==> config.mk <==
export PLATFORM = sky130hd
export DESIGN_NAME = address_wait_wake_table_core
export DESIGN_NICKNAME = d
export VERILOG_FILES = /design/src/rtl/awwt_pkg.sv /design/src/rtl/address_wait_wake_table_core.sv
export SDC_FILE = /design/constraint.sdc
export NUM_CORES = 1
export LEC_CHECK = 0
export ABC_AREA = 1
export BUFFER_PORTS_ARGS = -buffer_cell sky130_fd_sc_hd__buf_2
export CORE_MARGIN = 4
export CORE_UTILIZATION = 40
export DETAILED_ROUTE_END_ITERATION = 6
export SLEW_MARGIN = 5
export SYNTH_ARGS = -nofsm -noshare
export SYNTH_HDL_FRONTEND = slang
export SYNTH_SLANG_ARGS = --single-unit
==> constraint.sdc <==
create_clock -name aclk -period 15.8 [get_ports aclk]
set_input_delay 0 -clock aclk [delete_from_list [all_inputs] [get_ports aclk]]
set_output_delay 0 -clock aclk [all_outputs]
set_load 0.02 [all_outputs]
==> src/rtl/awwt_pkg.sv <==
// shared types and codes for the address wait/wake table
package awwt_pkg;

    // request kinds carried on s_tuser
    typedef enum logic [1:0] {
        ACT_WAIT     = 2'd0,
        ACT_WAKE     = 2'd1,
        ACT_WITHDRAW = 2'd2,
        ACT_OTHER    = 2'd3
    } action_t;

    // result status codes
    typedef enum logic [2:0] {
        ST_DONE        = 3'd0,
        ST_FAULT       = 3'd1,
        ST_AGAIN       = 3'd2,
        ST_INVALID     = 3'd3,
        ST_UNSUPPORTED = 3'd4,
        ST_FULL        = 3'd5,
        ST_WITHDRAWN   = 3'd6
    } status_t;

    // controller states
    typedef enum logic [1:0] {
        FSM_IDLE  = 2'd0,
        FSM_SCAN  = 2'd1,
        FSM_FINAL = 2'd2
    } state_t;

    // one waiter as stored in the table memory
    typedef struct packed {
        logic [7:0]  space;
        logic [31:0] addr;
        logic [7:0]  task_id;
    } entry_t;

    // most waiters a single wake may release
    localparam logic [4:0] WAKE_CAP = 5'd16;

endpackage

==> src/rtl/address_wait_wake_table_core.sv <==
// address wait/wake table: compact arrival-ordered waiter memory with scan controller
//
// channel | dir | tdata (low bit up)                                  | tuser       | tlast
// s_      | in  | space_id 8, word_addr 32, task_id 8, operand 32,    | action 2    | -
//         |     | current 32                                          |             |
// m_      | out | status 3, woken_task 8, woken_count 5               | task_valid  | last
//
// wait, fault, invalid and unsupported requests: result registered on accept, valid in the next cycle.
// wake (nonzero address, non-negative operand) and withdraw scan the table memory one entry per
// cycle while no wake result is stalled on the result side; the single read port sets this rate.
// kept entries are written back compacted behind the read pointer, so no hazard arises.
// reset clears only the fill count and control; no clearing pass over the memory.
// a new request is taken only in idle and while the output register is free or draining.
module address_wait_wake_table_core
    import awwt_pkg::*;
#(
    parameter int WAITER_DEPTH = 16
) (
    input  logic         aclk,
    input  logic         aresetn,
    input  logic         s_tvalid,
    output logic         s_tready,
    // space_id[7:0], word_addr[39:8], task_id[47:40], operand_value[79:48],
    // current_value[111:80]
    input  logic [111:0] s_tdata,
    // action[1:0]
    input  logic [1:0]   s_tuser,
    output logic         m_tvalid,
    input  logic         m_tready,
    // status[2:0], woken_task[10:3], woken_count[15:11]
    output logic [15:0]  m_tdata,
    // task_valid[0]
    output logic [0:0]   m_tuser,
    output logic         m_tlast
);

    localparam int IW = (WAITER_DEPTH > 1) ? $clog2(WAITER_DEPTH) : 1;
    localparam int CW = $clog2(WAITER_DEPTH + 1);
    localparam logic [CW-1:0] DEPTH_C = CW'(WAITER_DEPTH);

    // waiter memory and its registered read port
    entry_t           mem [WAITER_DEPTH];
    entry_t           rd_data_reg;
    logic             rd_en;
    logic [IW-1:0]    rd_addr;
    logic             wr_en;
    logic [IW-1:0]    wr_addr;
    entry_t           wr_data;

    state_t           state_reg, state_next;
    logic [CW-1:0]    total_reg, total_next;
    logic [CW-1:0]    rd_ptr_reg, rd_ptr_next;
    logic [CW-1:0]    w_ptr_reg, w_ptr_next;
    logic             pend_reg, pend_next;
    logic             removed_reg, removed_next;
    logic [4:0]       woken_reg, woken_next;
    logic [4:0]       lim_reg, lim_next;
    logic             req_wake_reg, req_wake_next;
    entry_t           req_reg, req_next;

    logic             m_valid_reg, m_valid_next;
    status_t          m_status_reg, m_status_next;
    logic             m_tv_reg, m_tv_next;
    logic [7:0]       m_task_reg, m_task_next;
    logic [4:0]       m_count_reg, m_count_next;
    logic             m_last_reg, m_last_next;

    // input field views
    action_t          in_action;
    logic [7:0]       in_space;
    logic [31:0]      in_addr;
    logic [7:0]       in_task;
    logic [31:0]      in_operand;
    logic [31:0]      in_current;

    logic             out_free;
    logic             in_acc;
    logic             scan_op;
    logic             hit;
    logic             emit;
    logic             advance;

    assign in_action  = action_t'(s_tuser);
    assign in_space   = s_tdata[7:0];
    assign in_addr    = s_tdata[39:8];
    assign in_task    = s_tdata[47:40];
    assign in_operand = s_tdata[79:48];
    assign in_current = s_tdata[111:80];

    assign out_free = !m_valid_reg || m_tready;
    assign s_tready = (state_reg == FSM_IDLE) && out_free;
    assign in_acc   = s_tvalid && s_tready;

    // requests that walk the table
    assign scan_op = (in_action == ACT_WITHDRAW) ||
                     ((in_action == ACT_WAKE) && (in_addr != 32'd0) && !in_operand[31]);

    // match test on the entry under evaluation
    always_comb begin
        if (req_wake_reg) begin
            hit = (rd_data_reg.space == req_reg.space) && (rd_data_reg.addr == req_reg.addr) &&
                  (woken_reg < lim_reg);
        end else begin
            hit = (rd_data_reg.task_id == req_reg.task_id) && !removed_reg;
        end
    end

    assign emit    = pend_reg && hit && req_wake_reg;
    assign advance = (state_reg == FSM_SCAN) && pend_reg && !(emit && !out_free);

    // next state
    always_comb begin
        state_next = state_reg;
        unique case (state_reg)
            FSM_IDLE: begin
                if (in_acc && scan_op) begin
                    state_next = FSM_SCAN;
                end
            end
            FSM_SCAN: begin
                if (!pend_reg) begin
                    state_next = FSM_FINAL;
                end
            end
            FSM_FINAL: begin
                if (out_free) begin
                    state_next = FSM_IDLE;
                end
            end
            default: state_next = FSM_IDLE;
        endcase
    end

    // datapath and result control
    always_comb begin
        rd_en         = 1'b0;
        rd_addr       = rd_ptr_reg[IW-1:0];
        wr_en         = 1'b0;
        wr_addr       = w_ptr_reg[IW-1:0];
        wr_data       = rd_data_reg;
        total_next    = total_reg;
        rd_ptr_next   = rd_ptr_reg;
        w_ptr_next    = w_ptr_reg;
        pend_next     = pend_reg;
        removed_next  = removed_reg;
        woken_next    = woken_reg;
        lim_next      = lim_reg;
        req_wake_next = req_wake_reg;
        req_next      = req_reg;
        m_valid_next  = m_valid_reg && !m_tready;
        m_status_next = m_status_reg;
        m_tv_next     = m_tv_reg;
        m_task_next   = m_task_reg;
        m_count_next  = m_count_reg;
        m_last_next   = m_last_reg;

        unique case (state_reg)
            FSM_IDLE: begin
                if (in_acc) begin
                    req_next.space   = in_space;
                    req_next.addr    = in_addr;
                    req_next.task_id = in_task;
                    req_wake_next    = (in_action == ACT_WAKE);
                    lim_next         = (in_operand > 32'd16) ? WAKE_CAP : in_operand[4:0];
                    woken_next       = 5'd0;
                    removed_next     = 1'b0;
                    // start the scan at entry zero
                    rd_en            = 1'b1;
                    rd_addr          = '0;
                    rd_ptr_next      = CW'(1);
                    w_ptr_next       = '0;
                    pend_next        = (total_reg != '0);
                    if (!scan_op) begin
                        m_valid_next  = 1'b1;
                        m_tv_next     = 1'b0;
                        m_task_next   = 8'd0;
                        m_count_next  = 5'd0;
                        m_last_next   = 1'b1;
                        m_status_next = ST_DONE;
                        if (in_addr == 32'd0) begin
                            m_status_next = ST_FAULT;
                        end else begin
                            unique case (in_action)
                                ACT_WAIT: begin
                                    if (in_current != in_operand) begin
                                        m_status_next = ST_AGAIN;
                                    end else if (total_reg == DEPTH_C) begin
                                        m_status_next = ST_FULL;
                                    end else begin
                                        wr_en         = 1'b1;
                                        wr_addr       = total_reg[IW-1:0];
                                        wr_data.space   = in_space;
                                        wr_data.addr    = in_addr;
                                        wr_data.task_id = in_task;
                                        total_next    = total_reg + CW'(1);
                                    end
                                end
                                ACT_WAKE:     m_status_next = ST_INVALID;
                                ACT_WITHDRAW: m_status_next = ST_DONE;
                                ACT_OTHER:    m_status_next = ST_UNSUPPORTED;
                                default:      m_status_next = ST_UNSUPPORTED;
                            endcase
                        end
                    end
                end
            end
            FSM_SCAN: begin
                if (advance) begin
                    if (hit) begin
                        // entry leaves the table
                        removed_next = 1'b1;
                        if (req_wake_reg) begin
                            woken_next    = woken_reg + 5'd1;
                            m_valid_next  = 1'b1;
                            m_status_next = ST_DONE;
                            m_tv_next     = 1'b1;
                            m_task_next   = rd_data_reg.task_id;
                            m_count_next  = woken_reg + 5'd1;
                            m_last_next   = 1'b0;
                        end
                    end else begin
                        // keep: compact into the write slot
                        wr_en      = 1'b1;
                        w_ptr_next = w_ptr_reg + CW'(1);
                    end
                    if (rd_ptr_reg < total_reg) begin
                        rd_en       = 1'b1;
                        rd_ptr_next = rd_ptr_reg + CW'(1);
                    end else begin
                        pend_next = 1'b0;
                    end
                end
                if (!pend_reg) begin
                    total_next = w_ptr_reg;
                end
            end
            FSM_FINAL: begin
                if (out_free) begin
                    m_valid_next  = 1'b1;
                    m_tv_next     = 1'b0;
                    m_task_next   = 8'd0;
                    m_last_next   = 1'b1;
                    m_count_next  = req_wake_reg ? woken_reg : 5'd0;
                    m_status_next = (!req_wake_reg && removed_reg) ? ST_WITHDRAWN : ST_DONE;
                end
            end
            default: begin
                pend_next = 1'b0;
            end
        endcase
    end

    // table memory
    always_ff @(posedge aclk) begin
        if (wr_en) begin
            mem[wr_addr] <= wr_data;
        end
        if (rd_en) begin
            rd_data_reg <= mem[rd_addr];
        end
    end

    // control registers
    always_ff @(posedge aclk) begin
        if (!aresetn) begin
            state_reg   <= FSM_IDLE;
            total_reg   <= '0;
            pend_reg    <= 1'b0;
            m_valid_reg <= 1'b0;
        end else begin
            state_reg   <= state_next;
            total_reg   <= total_next;
            pend_reg    <= pend_next;
            m_valid_reg <= m_valid_next;
        end
    end

    // payload registers
    always_ff @(posedge aclk) begin
        rd_ptr_reg   <= rd_ptr_next;
        w_ptr_reg    <= w_ptr_next;
        removed_reg  <= removed_next;
        woken_reg    <= woken_next;
        lim_reg      <= lim_next;
        req_wake_reg <= req_wake_next;
        req_reg      <= req_next;
        m_status_reg <= m_status_next;
        m_tv_reg     <= m_tv_next;
        m_task_reg   <= m_task_next;
        m_count_reg  <= m_count_next;
        m_last_reg   <= m_last_next;
    end

    assign m_tvalid = m_valid_reg;
    assign m_tdata  = {m_count_reg, m_task_reg, m_status_reg};
    assign m_tuser  = m_tv_reg;
    assign m_tlast  = m_last_reg;

`ifndef SYNTHESIS
    // fill count stays within the table
    a_total_bound: assert property (@(posedge aclk) disable iff (!aresetn)
        total_reg <= DEPTH_C)
        else $error("waiter count exceeds table depth");

    // compaction write slot never passes the read pointer
    a_wptr_behind: assert property (@(posedge aclk) disable iff (!aresetn)
        (state_reg == FSM_SCAN) |-> (w_ptr_reg <= rd_ptr_reg &&
                                     (rd_ptr_reg <= total_reg || rd_ptr_reg == CW'(1))))
        else $error("compaction pointer ahead of read pointer");

    // a wake never releases more than its limit
    a_wake_limit: assert property (@(posedge aclk) disable iff (!aresetn)
        (state_reg != FSM_IDLE && req_wake_reg) |-> (woken_reg <= lim_reg))
        else $error("wake released more waiters than allowed");

    // a woken-task result carries a count and is never the final one
    a_woken_shape: assert property (@(posedge aclk) disable iff (!aresetn)
        (m_tvalid && m_tuser[0]) |-> (m_tdata[15:11] != 5'd0 && !m_tlast))
        else $error("woken-task result malformed");

    // scan ends with the table shrunk to the kept entries
    a_scan_commit: assert property (@(posedge aclk) disable iff (!aresetn)
        (state_reg == FSM_SCAN && !pend_reg) |=> (total_reg == $past(w_ptr_reg)))
        else $error("fill count not updated after scan");
`endif

endmodule
* Yosys cells after proc, flatten, opt, wreduce, memory -nomap -nowiden
Memories as Yosys holds them, arrays and structs flattened. A register that Yosys moved wholly into a read port is not among the register bits. Cells that the tools add are included.
Word-level totals: register bits 97, RAM bits 768, input bits 118, output and inout bits 20, logic and storage cells 201, memories 1
Memory list:
- mem | words 16, bits a word 48, rd ports 1, clocked after memory_dff 1, wr ports 1, line address_wait_wake_table_core.sv:42 | entry_t mem [WAITER_DEPTH];
Cells by class: $add $sub $neg 4, magnitude comparators 3, eq/ne operators 25, mux-type cells 109, bitwise logic cells 1, reductions and logical operators 40
Operators with widths (count):
- 48-bit 2-to-1 mux | 7
- 5-bit 2-to-1 mux | 20
- 8-bit 2-to-1 mux | 6
- 5-bit case mux with 2 select lines | 4
- 1-bit 2-to-1 mux | 38
- 4-bit 2-to-1 mux | 9
- 32-bit == test | 1
- 32-bit by 5-bit > comparator with 1-bit output (second input constant) | 1
- 32-bit zero test | 1
- 32-bit != test | 1
- 32-bit nonzero test | 1
- 3-bit 2-to-1 mux | 10
- 2-bit != test (second input constant) | 12
- 8-bit case mux with 3 select lines | 1
- 5-bit by 1-bit adder with 5-bit output (second input constant) | 4
- 8-bit == test | 2
- 4-bit AND reduction | 4
- 1-bit logical AND | 15
- 5-bit case mux with 3 select lines | 1
- 1-bit case mux with 3 select lines | 4
- 3-bit case mux with 4 select lines | 1
- 5-bit less-than comparator | 2
- 3-bit case mux with 3 select lines | 1
- 8-bit AND reduction | 1
- other kinds (18) | 35

* Depth between registers and ports, before layout
depth in word-level cells 13, mapped depth 15, depth with buffers taken out 15

* Worst setup path before layout
No wires, ideal clock.
path type register to register, start reg state_reg[0], end mem mem[10][0] (netlist name) (enable), arrival 4.837 ns, slack 10.510 ns, cell stages (with the launch flop) 13, path buffers 2, path through dfxtp_1 > inv_1 > ha_1 > buf_4 > nand3_4 > inv_1 > nand3_4 > nor2_8 > buf_6 > nor2_1 > nor2_2 > nand2_2 > nor2_1
Between the ends: longest elaborated chain between the ends 7
Ends and longest elaborated chain:
- start: declaration | line address_wait_wake_table_core.sv:50 | state_t state_reg, state_next;
- start signal: assignment | line address_wait_wake_table_core.sv:271 | state_reg <= state_next;
- 2-bit by 1-bit == test with 1-bit output / 2-bit zero test (equally long branches) | line address_wait_wake_table_core.sv:109, address_wait_wake_table_core.sv:157, address_wait_wake_table_core.sv:91
- 1-bit logical AND, on equally long branches | line address_wait_wake_table_core.sv:109, address_wait_wake_table_core.sv:91
- 1-bit logical AND, on equally long branches | line address_wait_wake_table_core.sv:109, address_wait_wake_table_core.sv:92
- 1-bit 2-to-1 mux, on equally long branches | line address_wait_wake_table_core.sv:208, address_wait_wake_table_core.sv:159
- 1-bit case mux with 2 select lines | line address_wait_wake_table_core.sv:157 | unique case (state_reg)
- 1-bit 2-to-1 mux | line address_wait_wake_table_core.sv:255 | if (wr_en) begin
- 1-bit 2-to-1 mux (implied by the code) | line address_wait_wake_table_core.sv:256 | mem[wr_addr] <= wr_data;
- end: declaration | line address_wait_wake_table_core.sv:42
Parallel ways exist; a longest one is shown, timed or not.

* Worst setup path after layout
start reg state_reg[1], end mem mem[13][43] (netlist name) (enable)
Same word-level chain as after synthesis.

==> metrics.csv <==
metric;value;unit
status;complete, but fails checks;
violations;design-rule violations;
holdPathEnd;lim_reg[1]$_SDFFCE_PN0P_;
vdd_drop_max;130;uV
ant_nets;0;
cts_resized;0;
skew;0.0557;ns
hold_path_depth;5;
avgViaCountPerCell;5.43;
ff2ff_path_depth;11;
finalInstanceArea;44000;um^2
first_iter_violations;2533;
async_flop_share;0;%
path_delay_family;simple AND/OR/NAND/NOR gates;
grt_max_degree;160;
slew_headroom;12.0;%
reg2reg_to;mem[13][43]$_DFFE_PP_;
end_kind;flip-flop;
largest_register_ffs;768;
p_leak;15.2;nW
clock_sinks;913;
gp_congestion;0.852;
fmax;222;MHz
r2r_start;state_reg[1]$_SDFFE_PN0P_;
initial_core_util;40.6;%
io_buffers;137;
synthSimpleGateAreaFrac;13.1;%
yosys-top-cells-area;edfxtp_1, nand2_1, nor2_1, o221ai_1, o211ai_1;
critPathBufInv;4;
synth_most_common_cell;edfxtp_1;
grt_overflow;0;
final_cells;4585;
required;16.05;ns
ys.flop_type;edfxtp_1;
track_usage;20.1;%
worst_path_max_delay_cell;nor2_4;
cap_violations;0;
fin_tns_setup;0;ns
synth-adder-area-share;0.558;%
clock_latency;0.67;ns
synthDominantCellAreaShare;71.3;%
worst_pin_slew;1.31;ns
syn2layout_area_growth;15.5;%
max_stage_delay;0.70;ns
dpl.hpwl;57.2;mm
rsz0062_at_grt;false;
clk_pin_slew;0.06;ns
hold_viol;0;
worstPathMaxFanout;28;
routed_wl;102;mm
cts-buffers-inserted;96;
critPathLaunchType;flip-flop;
fin_crit;4.50;ns
synth.largest_area_cell;edfxtp_1;
grt_pass1_wl;152;mm
syn-num-nets;3209;
drc_errors;3;
drtPass1Iterations;7;
synthMuxAreaShare;0;%
io_pins;138;
std_cell_rows;112;
arrival;4.75;ns
cts_tree;built;
slew_viol_final;0;
htreeDepth;3;
synth_edf_count;904;
cts_root_buf;clkbuf_16;
min_from;s_tdata[71];
wire_per_inst;22.3;um
r2r_slack;11.30;ns
finalNetCount;3389;
p_per_area;178;nW/um^2
synth_compound_area_share;10.2;%
placed_area;40200;um^2
crit_chain;inv_1 -> ha_1 -> nand3_4 -> clkinv_2 -> nand3_4 -> nor2_8 -> inv_2 -> nand2_1 -> nand3_2 -> nor2_4 -> buf_4;
cts_buffer_depth;3;
hold_class;input pin to flip-flop;
synth_top_family_by_area;simple AND/OR/NAND/NOR gates;
core_area;93900;um^2
n_antenna_cell;0;
synth_common_cells;edfxtp_1, nand2_1, nor2_1;
drive_above_1_share;12.7;%
synth_warnings;0;
synthCells;3074;
synthDistinctLibCells;39;
num_vias;24900;
pre_cts_slack;11.30;ns
antenna_found_initial;0;
grt_pass1_vias;24000;
yosysSeqAreaShare;71.7;%
place_inst;4346;
fin_ws;11.30;ns
setup_violations;0;
yosys_register_bits;913;
worst_path_most_repeated_cell;nand3_4;
path_class;flip-flop to flip-flop;
die_area;100000;um^2
synthXorXnorAreaFrac;0.782;%
syn_area_per_cell;12.4;um^2
timing.final.crit_share;28.5;%
die_h;317;um
die_w;317;um
synthesis.area;38100;um^2
==> power breakdown <==
group          switching (mW)  total (mW)  internal, mW
Combinational            1.63        2.22         0.590
Clock                   0.947        2.26          1.31
Sequential              0.127        3.35          3.22
Total                    2.71        7.83          5.13
==> cell families after synthesis <==
family / Yosys count
AO/OA/AOI/OAI: 577
XOR/XNOR: 34
adder cells (fa/ha/maj): 17
buffers and inverters: 336
flip-flops: 913
AND/OR/NAND/NOR: 1197
==> what timing repair did <==
item                                    CTS  global route
buffers inserted                          0             0
endpoints found under the setup margin    0             0
hold buffers                             64             0
endpoints found under the hold margin   232             0
==> metrics by stage <==
step / util [%] / hold WS (ns) / power (mW)
2_1_floorplan: - / 0.0989 / 4.78
3_3_place_gp: 42.8 / 0.196 / 5.59
3_5_place_dp: 42.8 / 0.199 / 5.61
4_1_cts: 46.8 / 0.00355 / 7.88
5_1_grt: 46.8 / 0.0219 / 8.21
6_report: 46.8 / 0.0245 / 7.83
==> worst max-delay path by stage <==
stage | from | to | slack [ns] | depth (start not counted)
global placement | s_tdata[30] | mem[1][28]$_DFFE_PP_ | 11.34 | 14
finish | state_reg[1]$_SDFFE_PN0P_ | mem[13][43]$_DFFE_PP_ | 11.30 | 11
floorplan | state_reg[0]$_SDFFE_PN0P_ | mem[10][0]$_DFFE_PP_ | 10.51 | 12
global route | state_reg[1]$_SDFFE_PN0P_ | mem[1][43]$_DFFE_PP_ | 11.03 | 12
CTS | state_reg[1]$_SDFFE_PN0P_ | mem[13][43]$_DFFE_PP_ | 11.24 | 11
detailed placement | s_tdata[30] | mem[13][47]$_DFFE_PP_ | 11.30 | 13
==> tightest hold or removal path, stage by stage <==
cell and delay [ns]:
buf_2 0.10, nor4_1 0.07, nand3_1 0.07, o21bai_1 0.17
nor2_1 0.08
==> per-layer routing <==
layer / GRT usage, % / up-vias / routed length [um]
li1: - / 11500 / -
met2: 32.8 / 886 / 48200
met1: 28.3 / 12400 / 44100
met4: 5.00 / 0 / 2230
met5: 0 / - / 0
met3: 3.47 / 133 / 7570
==> cells in the final DEF, fill, tap and decap left out, drive strengths merged, types with 4 or more instances in the layout <==
master and count:
o211ai 99, or2 51, xor2 12, ha 17
nand4 20, edfxtp 904, o21a 4, clkbuf 114
dfxtp 9, nor4 7, nand2 564, buf 189
xnor2 22, a21oi 73, o21ai 153, dlygate4sd3 64
nor3 55, nand3 85, a211oi 47, o31ai 96
clkinv 49, o221ai 98, inv 164, nor2 411
and2 4, o21bai 4, bufinv 10
==> area by class of cell <==
cell class,count,area (um^2)
Clock buffer,114,2530
Inverter,165,638
Clock inverter,61,643
Fill cell,8301,49900
Timing Repair Buffer,253,1730
Multi-Input combinational cell,1825,9550
Sequential cell,913,27300
Tap cell,1254,1570
Note: power is estimated with default switching activity, not from simulation.
